File: src/hw/rtl/snnc_ram.sv
// Generic single-write, single-read RAM with registered read data.
`default_nettype none

module snnc_ram #(
  parameter int WIDTH = 64,
  parameter int DEPTH = 64
) (
  input  wire logic                     clk,
  input  wire logic                     we,
  input  wire logic [$clog2(DEPTH)-1:0] waddr,
  input  wire logic [WIDTH-1:0]         wdata,
  input  wire logic [$clog2(DEPTH)-1:0] raddr,
  output logic      [WIDTH-1:0]         rdata
);

  logic [WIDTH-1:0] mem [DEPTH];

  // Write port and registered read port
  always_ff @(posedge clk) begin
    if (we) begin
      mem[waddr] <= wdata;
    end
    rdata <= mem[raddr];
  end

endmodule

`default_nettype wire

File: config.mk
export PLATFORM = sky130hd
export DESIGN_NAME = snnc_ram
export DESIGN_NICKNAME = d
export VERILOG_FILES = /design/src/hw/rtl/snnc_ram.sv
export SDC_FILE = /design/constraint.sdc
export NUM_CORES = 2
export LEC_CHECK = 0
export BUFFER_PORTS_ARGS = -buffer_cell sky130_fd_sc_hd__buf_2
export CORE_UTILIZATION = 45
export DETAILED_ROUTE_END_ITERATION = 10
export SYNTH_ARGS = -nofsm -noshare
export SYNTH_HDL_FRONTEND = slang
export SYNTH_SLANG_ARGS = --single-unit
File: constraint.sdc
create_clock -name clk -period 5.2 [get_ports clk]
set_input_delay 0 -clock clk [delete_from_list [all_inputs] [get_ports clk]]
set_output_delay 0 -clock clk [all_outputs]
set_load 0.02 [all_outputs]
==> metrics.cfg <==
[status]
run_status = completed

[placed_design]
place.port_buffers = 141
dp.cells = 11200
place_ws_ns = 2.09
hpwl_mm = 228
gp_congestion = 0.785
place_area_um2 = 164000

[synthesis]
post_synth.cell_area_avg_um2 = 23.7
seq_area_frac_synth_pct = 79.5
netlist_instances = 6598
async_flop_share_pct = 0
synth_edf_count = 4096
ys_ff_latch = 4160
synth_cell_types = 33
yosys_warnings = 0
synth_area_um2 = 156000
syn-num-nets = 6676
ys.flop_type = edfxtp_1

[routing]
drt_wl_total_mm = 421
drt_iter0_drc = 9159
drt-wirelength-per-cell_um = 35.0
vias = 74900
first_pass_iters = 8
antenna_left = 0
viasPerCell = 6.23
drc = 0

[clocking]
worstSkewPairLatency_ns = 0.98
numCtsBuffers = 406
cts_buffer_depth = 4
cts.sinks = 4160
cts_tree = built
cts_resized = 0
cts-htree-levels = 5
ctsRootBufferMaster = clkbuf_16
clk_pin_slew_ns = 0.06

[timing]
setup_tns_ns = 0
skew_ns = 0.0499
slew_headroom_pct = 9.22
hold_viol = 0
setup_violations = 0
rsz0062_at_grt = no
fmax_ghz = 0.325
postLayoutSetupSlackWorst_ns = 2.12
period_share_pct = 59.2
tightest_slew_ns = 1.36
slew_violations = 0
finalCriticalPeriod_ns = 3.08

[layout]
instances_no_fill = 12000
final_cell_area_um2 = 178000
layout.nets = 7169
area_growth_pct = 14.0
layout-drive-gt1-share_pct = 28.3

[setup_path]
path_common_cell = dlygate4sd3_1
worstPathRequired_ns = 5.77
crit_slowest_cell = dlygate4sd3_1
r2r-start = mem[12][46]$_DFFE_PP_
cp.depth = 7
slowest_delay_ns = 1.23
crit_path_start = waddr[4]
cp-end-kind = register
crit_type = in2reg
crit_path_cell_trace = dlygate4sd3_1 -> buf_2 -> nor2b_1 -> nand4b_1 -> nor3_4 -> dlygate4sd3_1 -> buf_4
critPathTopFamily = buffers and inverters
critPathArrivalTime_ns = 3.65
path_max_fanout = 18
critPathBufInv = 4
start_kind = primary input
rr_worst_depth = 5

[floorplan]
rows = 216
coreArea_um2 = 346000
die_h_um = 591
initial_utilization_pct = 45.2
die_w_um = 591
io-pin-count = 142
die_area_um2 = 350000

[grt]
grt_overflow_total = 0
grt_max_degree = 124
antenna_found_initial = 37
grt_pass1_vias = 76000
grt_use_total_pct = 24.1
grt_pass1_wl_mm = 593

[pwr]
power.density_nw_per_um2 = 393
peakVddDrop_v = 0.000330
leakagePower_nw = 55.4
finalPower_w = 0.0701

[worst_hold_path]
hp-class = in2reg
holdPathStages = 5
min_from = raddr[0]

[flow_run]
drv_cap = 0

## synthesized netlist by cell type, types with 58 or more instances
cell type | instances | area (um2)
and3_1 | 64 | 400
a22oi_1 | 168 | 1260
nand2_1 | 58 | 218
a211oi_1 | 63 | 473
a22o_1 | 88 | 771
edfxtp_1 | 4096 | 123000
mux2i_1 | 135 | 1350
nor2_1 | 112 | 420
dfxtp_1 | 64 | 1280
clkbuf_1 | 140 | 526
buf_2 | 170 | 851
o22ai_1 | 83 | 519
mux4_2 | 1024 | 23100
## metrics by stage
step	hold slack, ns	utilization, %
3_5_place_dp	0.427	47.5
3_3_place_gp	0.422	47.5
5_1_grt	0.0618	51.5
4_1_cts	0.0119	51.5
2_1_floorplan	0.0989	-
6_report	0.0499	51.5
## cell type report
| class | count | area, um2 |
|---|---|---|
| fill | 26600 | 168000 |
| inverter | 19 | 71.3 |
| timing repair buffer | 455 | 4030 |
| multi-input combinational | 2049 | 30800 |
| clock inverter | 218 | 2310 |
| sequential | 4160 | 124000 |
| antenna | 9 | 22.5 |
| clock buffer | 533 | 11000 |
| tap | 4578 | 5730 |
## path summary, 6_finish.rpt
check                          endpoint  slack [ns]
setup / recovery  mem[48][36]$_DFFE_PP_        2.12
setup reg to reg      rdata[46]$_DFF_P_        3.10
hold reg to reg       rdata[61]$_DFF_P_        0.84
hold / removal        rdata[62]$_DFF_P_        0.05
## flip-flops by register name, summed over array words and instances (netlist names)
signal	count
rdata	64
mem	4096
## worst min-delay path, delay by kind of cell
kind / cells / cell delay [ns]
AO/OA/AOI/OAI: 1 / 0.09
buffers and inverters: 1 / 0.17
multiplexers: 1 / 0.42
AND/OR/NAND/NOR: 2 / 0.24
## power breakdown
group          switching (W)  total [W]  leakage [nW]  internal (W)
Clock                 0.0127     0.0295          6.50        0.0168
Sequential          0.000185     0.0373          37.4        0.0371
Combinational        0.00205    0.00325          11.6       0.00120
Total                 0.0149     0.0701          55.4        0.0552
## metal layers
metal | up-vias | part of all wire (%) | track usage (%)
met3 | 593 | 7.7 | 3.71
met5 | - | 0 | 0
met2 | 3399 | 50 | 40.0
met1 | 41400 | 40 | 33.9
met4 | 0 | 2.5 | 5.94
li1 | 29500 | - | -
## timing repair
item,4_1_cts,5_1_grt
hold endpoints to repair,4385,0
setup buffers,0,0
hold buffers,74,0
## layout by cell type (no fill, tap or decap), types with 4 or more instances in the layout
cell type / synthesis / final
edfxtp_1: 4096 / 4096
mux4_2: 1024 / 1024
clkbuf_16: 0 / 411
buf_4: 34 / 180
a22oi_1: 168 / 168
buf_2: 170 / 138
mux2i_1: 135 / 135
clkbuf_1: 140 / 94
a22o_1: 88 / 88
o22ai_1: 83 / 83
dlygate4sd3_1: 0 / 74
clkinv_2: 0 / 69
nor2_4: 0 / 65
clkinv_1: 0 / 65
and3_1: 64 / 64
dfxtp_1: 64 / 64
a211oi_1: 63 / 63
buf_12: 0 / 61
nand2_1: 58 / 55
nor2_1: 112 / 47
nand3_1: 45 / 45
o221ai_1: 38 / 38
bufinv_16: 0 / 37
or3_1: 29 / 29
or2_2: 28 / 28
clkbuf_8: 0 / 28
a41oi_1: 26 / 26
nor2b_1: 28 / 24
inv_1: 19 / 19
a2bb2oi_1: 19 / 19
a31oi_1: 18 / 18
clkinvlp_4: 0 / 17
inv_16: 0 / 12
diode_2: 0 / 9
nand2b_1: 11 / 8
inv_6: 0 / 8
clkinv_4: 0 / 4
## logic make-up after synthesis
| kind of cell | count (synthesis) | share of synthesized area [%] |
|---|---|---|
| AOI/OAI and AO/OA | 504 | 2.48 |
| buffers and inverters | 389 | 1.18 |
| DFF | 4160 | 79.5 |
| muxes | 1159 | 15.6 |
| and+or+nand+nor | 386 | 1.24 |
Power figures use the tool's default switching activity.
